`src/rtl/core/record_stack_with_key_search_macros.svh`:
```
// Assertion macros shared by the record stack RTL.
// Included by the controller and datapath modules; no other dependencies.
`ifndef RECORD_STACK_WITH_KEY_SEARCH_MACROS_SVH
`define RECORD_STACK_WITH_KEY_SEARCH_MACROS_SVH

// Consequent must hold in the same cycle as the antecedent.
`define RSKS_ASSERT_SAME(label, clk, rst_n, ante, cons) \
	label: assert property (@(posedge clk) disable iff (!rst_n) (ante) |-> (cons)) \
		else $error("rsks assertion failed");

// Consequent must hold in the cycle after the antecedent.
`define RSKS_ASSERT_NEXT(label, clk, rst_n, ante, cons) \
	label: assert property (@(posedge clk) disable iff (!rst_n) (ante) |=> (cons)) \
		else $error("rsks assertion failed");

`endif

```
`src/rtl/core/rsks_pkg.sv`:
```
// Shared sizes, codes and controller/datapath interface types for the record stack.
// No dependencies.
`timescale 1ns / 1ps

package rsks_pkg;

	localparam int STACK_DEPTH = 16;
	localparam int ADDR_W      = $clog2(STACK_DEPTH);
	localparam int CNT_W       = $clog2(STACK_DEPTH + 1);
	localparam int KEY_W       = 32;
	localparam int QTY_W       = 32;
	localparam int ST_W        = 2;
	localparam int CMD_W       = 3;
	localparam int RC_W        = 2;

	typedef enum logic [CMD_W-1:0] {
		CMD_PUSH   = 3'd0,
		CMD_POP    = 3'd1,
		CMD_TOP    = 3'd2,
		CMD_SEARCH = 3'd3,
		CMD_UPDATE = 3'd4
	} cmd_e_t;

	typedef enum logic [RC_W-1:0] {
		RC_OK       = 2'd0,
		RC_EMPTY    = 2'd1,
		RC_NOTFOUND = 2'd2,
		RC_FULL     = 2'd3
	} rc_t;

	typedef enum logic [1:0] {
		SEL_ZERO   = 2'd0,
		SEL_ECHO   = 2'd1,
		SEL_READ   = 2'd2,
		SEL_UPDATE = 2'd3
	} emit_sel_t;

	typedef struct packed {
		logic [KEY_W-1:0] key;
		logic [QTY_W-1:0] qty;
		logic [ST_W-1:0]  st;
	} rec_t;

	typedef struct packed {
		logic      load;
		logic      push_wr;
		logic      pop_dec;
		logic      rd_top;
		logic      rd_next;
		logic      upd_wr;
		logic      emit;
		emit_sel_t sel;
		rc_t       code;
	} dp_cmd_t;

	typedef struct packed {
		logic [CMD_W-1:0] command;
		logic             empty;
		logic             full;
		logic             match;
		logic             at_bottom;
	} dp_stat_t;

endpackage

```
`src/rtl/core/rsks_ctrl.sv`:
```
// Command sequencer for the record stack: dispatch, read wait and top-down key scan.
// Depends on rsks_pkg and record_stack_with_key_search_macros.svh.
`timescale 1ns / 1ps
`include "record_stack_with_key_search_macros.svh"

module rsks_ctrl (
	input  logic               clk,
	input  logic               arst_n,
	input  logic               start,
	input  rsks_pkg::dp_stat_t stat,
	output logic               busy,
	output rsks_pkg::dp_cmd_t  cmd
);

	typedef enum logic [3:0] {
		ST_IDLE     = 4'b0001,
		ST_DISPATCH = 4'b0010,
		ST_FETCH    = 4'b0100,
		ST_SCAN     = 4'b1000
	} state_t;

	state_t state_q, state_d;

	always_ff @(posedge clk or negedge arst_n) begin
		if (!arst_n) begin
			state_q <= ST_IDLE;
		end else begin
			state_q <= state_d;
		end
	end

	assign busy = (state_q != ST_IDLE);

	always_comb begin
		state_d = state_q;
		cmd     = '0;
		unique case (state_q)
			ST_IDLE: begin
				if (start) begin
					cmd.load = 1'b1;
					state_d  = ST_DISPATCH;
				end
			end
			ST_DISPATCH: begin
				state_d = ST_IDLE;
				unique case (stat.command) inside
					rsks_pkg::CMD_PUSH: begin
						cmd.emit = 1'b1;
						if (stat.full) begin
							cmd.sel  = rsks_pkg::SEL_ZERO;
							cmd.code = rsks_pkg::RC_FULL;
						end else begin
							cmd.push_wr = 1'b1;
							cmd.sel     = rsks_pkg::SEL_ECHO;
							cmd.code    = rsks_pkg::RC_OK;
						end
					end
					rsks_pkg::CMD_POP, rsks_pkg::CMD_TOP: begin
						if (stat.empty) begin
							cmd.emit = 1'b1;
							cmd.sel  = rsks_pkg::SEL_ZERO;
							cmd.code = rsks_pkg::RC_EMPTY;
						end else begin
							cmd.rd_top  = 1'b1;
							cmd.pop_dec = (stat.command == rsks_pkg::CMD_POP);
							state_d     = ST_FETCH;
						end
					end
					rsks_pkg::CMD_SEARCH, rsks_pkg::CMD_UPDATE: begin
						if (stat.empty) begin
							cmd.emit = 1'b1;
							cmd.sel  = rsks_pkg::SEL_ZERO;
							cmd.code = rsks_pkg::RC_NOTFOUND;
						end else begin
							cmd.rd_top = 1'b1;
							state_d    = ST_SCAN;
						end
					end
					default: begin
						cmd.emit = 1'b1;
						cmd.sel  = rsks_pkg::SEL_ZERO;
						cmd.code = rsks_pkg::RC_OK;
					end
				endcase
			end
			ST_FETCH: begin
				cmd.emit = 1'b1;
				cmd.sel  = rsks_pkg::SEL_READ;
				cmd.code = rsks_pkg::RC_OK;
				state_d  = ST_IDLE;
			end
			ST_SCAN: begin
				if (stat.match) begin
					cmd.emit = 1'b1;
					cmd.code = rsks_pkg::RC_OK;
					if (stat.command == rsks_pkg::CMD_UPDATE) begin
						cmd.upd_wr = 1'b1;
						cmd.sel    = rsks_pkg::SEL_UPDATE;
					end else begin
						cmd.sel = rsks_pkg::SEL_READ;
					end
					state_d = ST_IDLE;
				end else if (stat.at_bottom) begin
					cmd.emit = 1'b1;
					cmd.sel  = rsks_pkg::SEL_ZERO;
					cmd.code = rsks_pkg::RC_NOTFOUND;
					state_d  = ST_IDLE;
				end else begin
					cmd.rd_next = 1'b1;
				end
			end
			default: begin
				state_d = ST_IDLE;
			end
		endcase
	end

	`RSKS_ASSERT_NEXT(a_accept_dispatch, clk, arst_n, start && !busy, state_q == ST_DISPATCH)
	`RSKS_ASSERT_NEXT(a_emit_idle, clk, arst_n, cmd.emit, state_q == ST_IDLE)
	`RSKS_ASSERT_SAME(a_fetch_emits, clk, arst_n, state_q == ST_FETCH, cmd.emit)

endmodule

```
`src/rtl/core/rsks_dpath.sv`:
```
// Record memory, entry count, scan pointer, key compare and result registers.
// Depends on rsks_pkg and record_stack_with_key_search_macros.svh.
`timescale 1ns / 1ps
`include "record_stack_with_key_search_macros.svh"

module rsks_dpath (
	input  logic                                clk,
	input  logic                                arst_n,
	input  rsks_pkg::dp_cmd_t                   cmd,
	output rsks_pkg::dp_stat_t                  stat,
	input  logic [rsks_pkg::CMD_W-1:0]          command,
	input  logic signed [rsks_pkg::KEY_W-1:0]   order_key,
	input  logic signed [rsks_pkg::QTY_W-1:0]   item_quantity,
	input  logic [rsks_pkg::ST_W-1:0]           status_code,
	output logic                                done,
	output logic [rsks_pkg::RC_W-1:0]           result_code,
	output logic signed [rsks_pkg::KEY_W-1:0]   found_key,
	output logic signed [rsks_pkg::QTY_W-1:0]   found_quantity,
	output logic [rsks_pkg::ST_W-1:0]           found_status
);

	logic [rsks_pkg::CMD_W-1:0]  cmd_q;
	logic [rsks_pkg::KEY_W-1:0]  key_q;
	logic [rsks_pkg::QTY_W-1:0]  qty_q;
	logic [rsks_pkg::ST_W-1:0]   st_q;
	logic [rsks_pkg::CNT_W-1:0]  count_q;
	logic [rsks_pkg::ADDR_W-1:0] cur_q;
	logic                        done_q;
	rsks_pkg::rec_t              mem_q [rsks_pkg::STACK_DEPTH];
	rsks_pkg::rec_t              rd_data_q;
	rsks_pkg::rec_t              wr_rec;
	logic [rsks_pkg::ADDR_W-1:0] wr_addr;
	logic [rsks_pkg::ADDR_W-1:0] rd_addr;
	logic [rsks_pkg::ADDR_W-1:0] top_addr;
	logic                        wr_en;
	logic                        rd_en;
	logic [rsks_pkg::RC_W-1:0]   rc_q;
	logic [rsks_pkg::KEY_W-1:0]  out_key_q;
	logic [rsks_pkg::QTY_W-1:0]  out_qty_q;
	logic [rsks_pkg::ST_W-1:0]   out_st_q;

	always_ff @(posedge clk) begin
		if (cmd.load) begin
			cmd_q <= command;
			key_q <= order_key;
			qty_q <= item_quantity;
			st_q  <= status_code;
		end
	end

	always_ff @(posedge clk or negedge arst_n) begin
		if (!arst_n) begin
			count_q <= '0;
		end else if (cmd.push_wr) begin
			count_q <= count_q + rsks_pkg::CNT_W'(1);
		end else if (cmd.pop_dec) begin
			count_q <= count_q - rsks_pkg::CNT_W'(1);
		end
	end

	assign top_addr = rsks_pkg::ADDR_W'(count_q - rsks_pkg::CNT_W'(1));
	assign rd_en    = cmd.rd_top || cmd.rd_next;
	assign rd_addr  = cmd.rd_top ? top_addr : (cur_q - rsks_pkg::ADDR_W'(1));
	assign wr_en    = cmd.push_wr || cmd.upd_wr;
	assign wr_addr  = cmd.push_wr ? count_q[rsks_pkg::ADDR_W-1:0] : cur_q;

	always_comb begin
		if (cmd.push_wr) begin
			wr_rec = '{key: key_q, qty: qty_q, st: st_q};
		end else begin
			wr_rec = '{key: rd_data_q.key, qty: rd_data_q.qty, st: st_q};
		end
	end

	always_ff @(posedge clk) begin
		if (wr_en) begin
			mem_q[wr_addr] <= wr_rec;
		end
		if (rd_en) begin
			rd_data_q <= mem_q[rd_addr];
			cur_q     <= rd_addr;
		end
	end

	assign stat.command   = cmd_q;
	assign stat.empty     = (count_q == '0);
	assign stat.full      = (count_q == rsks_pkg::CNT_W'(rsks_pkg::STACK_DEPTH));
	assign stat.match     = (rd_data_q.key == key_q);
	assign stat.at_bottom = (cur_q == '0);

	always_ff @(posedge clk or negedge arst_n) begin
		if (!arst_n) begin
			done_q <= 1'b0;
		end else begin
			done_q <= cmd.emit;
		end
	end

	always_ff @(posedge clk) begin
		if (cmd.emit) begin
			rc_q <= cmd.code;
			case (cmd.sel)
				rsks_pkg::SEL_ECHO: begin
					out_key_q <= key_q;
					out_qty_q <= qty_q;
					out_st_q  <= st_q;
				end
				rsks_pkg::SEL_READ: begin
					out_key_q <= rd_data_q.key;
					out_qty_q <= rd_data_q.qty;
					out_st_q  <= rd_data_q.st;
				end
				rsks_pkg::SEL_UPDATE: begin
					out_key_q <= rd_data_q.key;
					out_qty_q <= rd_data_q.qty;
					out_st_q  <= st_q;
				end
				default: begin
					out_key_q <= '0;
					out_qty_q <= '0;
					out_st_q  <= '0;
				end
			endcase
		end
	end

	assign done           = done_q;
	assign result_code    = rc_q;
	assign found_key      = out_key_q;
	assign found_quantity = out_qty_q;
	assign found_status   = out_st_q;

	`RSKS_ASSERT_SAME(a_count_bound, clk, arst_n, 1'b1, count_q <= rsks_pkg::CNT_W'(rsks_pkg::STACK_DEPTH))
	`RSKS_ASSERT_SAME(a_push_room, clk, arst_n, cmd.push_wr, !stat.full && !cmd.pop_dec)
	`RSKS_ASSERT_NEXT(a_pop_shrinks, clk, arst_n, cmd.pop_dec, count_q == $past(count_q) - rsks_pkg::CNT_W'(1))

endmodule

```
`src/rtl/core/record_stack_with_key_search.sv`:
```
// Channel   Handshake          Ports
// command   start / busy       command, order_key, item_quantity, status_code
// result    done (one cycle)   result_code, found_key, found_quantity, found_status
//
// Push, unused codes and empty/full cases: done follows the dispatch state, which emits the result.
// Pop and top: dispatch reads the top record, then the fetch state emits it; one read of the record memory port.
// Search and update: the scan starts at the top record and moves down to the newest match, one record
// compared per cycle through the single memory read port; a miss scans down to the bottom entry.
// Reset clears the entry count and controller; records need no clearing.
// The receiver cannot stall: done marks each result once; the result registers hold it until the next result.
// Depends on rsks_pkg, rsks_ctrl and rsks_dpath.
`timescale 1ns / 1ps

module record_stack_with_key_search (
	input  logic                              clk,
	input  logic                              arst_n,
	input  logic                              start,
	output logic                              busy,
	input  logic [rsks_pkg::CMD_W-1:0]        command,
	input  logic signed [rsks_pkg::KEY_W-1:0] order_key,
	input  logic signed [rsks_pkg::QTY_W-1:0] item_quantity,
	input  logic [rsks_pkg::ST_W-1:0]         status_code,
	output logic                              done,
	output logic [rsks_pkg::RC_W-1:0]         result_code,
	output logic signed [rsks_pkg::KEY_W-1:0] found_key,
	output logic signed [rsks_pkg::QTY_W-1:0] found_quantity,
	output logic [rsks_pkg::ST_W-1:0]         found_status
);

	rsks_pkg::dp_cmd_t  dp_cmd;
	rsks_pkg::dp_stat_t dp_stat;

	rsks_ctrl u_ctrl (
		.clk    (clk),
		.arst_n (arst_n),
		.start  (start),
		.stat   (dp_stat),
		.busy   (busy),
		.cmd    (dp_cmd)
	);

	rsks_dpath u_dpath (
		.clk            (clk),
		.arst_n         (arst_n),
		.cmd            (dp_cmd),
		.stat           (dp_stat),
		.command        (command),
		.order_key      (order_key),
		.item_quantity  (item_quantity),
		.status_code    (status_code),
		.done           (done),
		.result_code    (result_code),
		.found_key      (found_key),
		.found_quantity (found_quantity),
		.found_status   (found_status)
	);

endmodule
```
`config.mk`:
```
export PLATFORM = sky130hd
export DESIGN_NAME = record_stack_with_key_search
export DESIGN_NICKNAME = d
export VERILOG_FILES = /design/src/rtl/core/rsks_pkg.sv /design/src/rtl/core/rsks_ctrl.sv /design/src/rtl/core/rsks_dpath.sv /design/src/rtl/core/record_stack_with_key_search.sv
export VERILOG_INCLUDE_DIRS = /design/src /design/src/rtl/core
export SDC_FILE = /design/constraint.sdc
export NUM_CORES = 2
export LEC_CHECK = 0
export BUFFER_PORTS_ARGS = -buffer_cell sky130_fd_sc_hd__buf_2
export CORE_ASPECT_RATIO = 2
export CORE_MARGIN = 4
export CORE_UTILIZATION = 65
export CTS_CLUSTER_DIAMETER = 200
export DETAILED_ROUTE_END_ITERATION = 8
export PLACE_DENSITY_LB_ADDON = 0.2
export SYNTH_ARGS = -nofsm -noshare
export SYNTH_HDL_FRONTEND = slang
export SYNTH_SLANG_ARGS = --single-unit
```
`constraint.sdc`:
```
create_clock -name clk -period 14.2 [get_ports clk]
set_clock_uncertainty 0.2 [all_clocks]
set_input_delay 2.84 -clock clk [delete_from_list [all_inputs] [get_ports clk]]
set_output_delay 2.84 -clock clk [all_outputs]
set_load 0.02 [all_outputs]
```
==> run metrics <==
unrepaired setup endpoints after global routing=false; EDFF count, synth=1263; area of the multi-input gates=0.0108 sq mm; Adder-Cell Fraction of Synth Area=0.100%; commonest non-fill, non-tap cell in the layout=nand2_1; Setup Slack @ Placement=8.32 ns; ys flop type=edfxtp_1; xor/xnor cell area share of the yosys netlist=0.718%; WL final=124000 um; Synth Net Count=3889; Slew HR=10.4%; residual DRC count=0; pwr dens=144 mW/mm^2; total negative setup slack=0 ns; worst hold start=u_dpath.qty_q[24]; final worst-path cycle share=42.2%; mux contribution to synthesized area=0.163%; gr usage total=29.9%; Worst EP arrival=6.11 ns; Root Driver=clkbuf_16; PortBufs=141; Resized Gates After CTS=0; WHS Endpoint=u_dpath.found_quantity[24]; Die Wd=204 um; reg-to-reg endpoint=u_dpath.mem_q[1][34]; CP Class=reg -> reg; Initial Utilization=65.7%; Ports=142; row cnt=143; status=complete, no violations; Cell Area, Synth=0.0500 sq mm; Total Power=0.00790 W; Num CTS Buffers=104; reg2reg start=u_ctrl.state_q[2]; fillers=4810; max-cap violations=0; Synth async-reset ratio=0.786%; origin of the worst setup path=u_ctrl.state_q[2]; worst reg2reg path depth=8; number of global-route vias before repair=30378; ratio of cells with drive above 1 in the final layout=9.65%; register area share after synthesis=76.4%; Antenna Nets Post-Route=0; Simple-Gate Fraction of Synth Area=14.7%; Reg area=0.0382 sq mm; WHS Path Cells=2; Via density=6.32; Lkg Pwr=19.1 nW; final setup violation count=0; largest family of logic cells by synthesized area=simple AND/OR/NAND/NOR gates; 1st-pass router iterations=6; die area=0.0817 sq mm; CTS tree=built; Clock Latency Late Sink=0.70 ns; commonest non-fill, non-tap cells in the layout=1325 x nand2_1, 1263 x edfxtp_1, 400 x nand3_1; critical path endpoint category=flop; post-synthesis cell count=3813; global-route wire length before repair=182000 um; core area=0.0760 sq mm; CP max FO=70; Final Worst Setup Slack=8.21 ns; Routability Congestion=0.836; Final Hold Vio Count=0; Max Slew Vio Count=0; CTS H-tree lvls=3; routed length per instance=24.9 um; area added between synthesis and finish=9.58%; Remaining Overflow, GRT=0; Final nets=3949; minimum clock period=5.99 ns; largest net degree at the start of global routing=235; routed vias=31438; setup bufs post-CTS=0; initial antenna violation count=1; clock slew at reported path FFs=0.07 ns; flop2flop setup slack=8.21 ns; Worst Path Required=14.31 ns; CTS sink cnt=1273; die height=400 um; fmax=0.167 GHz; post-DP HPWL=63400 um; Max Root-Sink Buffers=3; Syn. warnings=0; initial drt markers=3892; class of the worst hold path=reg -> reg; crit start category=flop; Synth Register Bits=1273; hold buffers post-CTS=0; Antenna Cells=0; unique cell type count in the Yosys netlist=52; Max VDD drop=86.2 uV; syn_area_per_cell=13.1 sq um; post-synthesis compound-gate area fraction=5.53%; Worst Tran Pin Value=1.33 ns
[metrics by stage]
step	std cells	util [%]	hold WS [ns]	cell area (sq um)
3_3_place_gp	4782	67.6	0.316	51400
3_5_place_dp	4782	67.6	0.316	51400
6_report	4973	72.0	0.334	54800
5_1_grt	4973	72.0	0.359	54800
4_1_cts	4973	72.0	0.345	54800
2_1_floorplan	3813	-	0.302	50000
[state kept, by name, indices dropped and copies added (netlist names), 4 cells and up]
name,count
u_ctrl.state_q,4
u_dpath.cur_q,4
u_dpath.mem_q,1056
u_dpath.rd_data_q,66
u_dpath.key_q,32
u_dpath.found_quantity,32
u_dpath.found_key,32
u_dpath.qty_q,32
u_dpath.count_q,5
[metal layers]
| layer | wire [um] | track usage (%) | up-vias |
|---|---|---|---|
| li1 | - | - | 13890 |
| met1 | 44100 | 38.9 | 15498 |
| met2 | 62800 | 51.0 | 1762 |
| met3 | 12000 | 4.61 | 286 |
| met4 | 4920 | 12.2 | 2 |
| met5 | 17 | 0 | - |
[synth_stat cells (3+ instances only)]
master,count,share of area [%]
a32oi_1,66,1.2
buf_6,12,0.27
edfxtp_1,1263,76
nand3_1,400,4.0
buf_4,12,0.18
ha_1,4,0.10
nand2_1,1326,10
a22o_1,31,0.54
nor4_1,9,0.11
nor2_1,22,0.17
nor3b_1,3,0.045
dfrtp_1,9,0.45
inv_1,8,0.060
nand2b_1,4,0.050
a31oi_1,69,0.86
a21oi_1,268,2.7
o21ai_0,6,0.060
buf_2,114,1.1
clkbuf_1,88,0.66
xnor2_1,8,0.14
buf_1,9,0.068
nor3_1,15,0.15
xor2_1,33,0.58
[cells by family (layout without fill, tap and decap cells)]
kind of cell,after synthesis,in the layout
xor+xnor,41,41
fa+ha+maj,4,4
buf+inv,245,390
flops,1273,1273
compound gates,453,453
mux,5,5
simple gates,1792,1792
[worst max path at each step]
stage,to,slack (ns),cells past startpoint
finish,u_dpath.mem_q[1][34],8.21,8
global route,u_dpath.mem_q[1][44],8.02,8
detailed placement,u_dpath.mem_q[1][28],8.32,8
floorplan,u_dpath.mem_q[11][0],8.72,7
CTS,u_dpath.mem_q[1][33],8.30,8
global placement,u_dpath.mem_q[1][46],8.48,8
[report_power, final]
part	internal [W]	total, W	switching (W)
clock network	0.00154	0.00285	0.00131
registers	0.00424	0.00428	0.0000457
logic	0.000204	0.000772	0.000568
total	0.00598	0.00790	0.00192
[critical path, stage by stage (launching register included)]
cell and delay, ns:
dfrtp_1 0.42, or4b_2 0.73, a311oi_4 0.23, buf_4 0.47, buf_4 0.80, a41o_1 0.38
o21ai_0 0.53, nor2_4 1.05, buf_4 0.72
[area by class of cell]
cell class                 instances  area share (%)
clock buffer                     116            4.87
clock inverter                    75            1.23
inverter                          10           0.112
multi-input combinational       2295            19.8
sequential                      1273            69.7
tap                             1015            2.32
timing repair buffer             189            1.99
(Power assumes the default switching activity.)
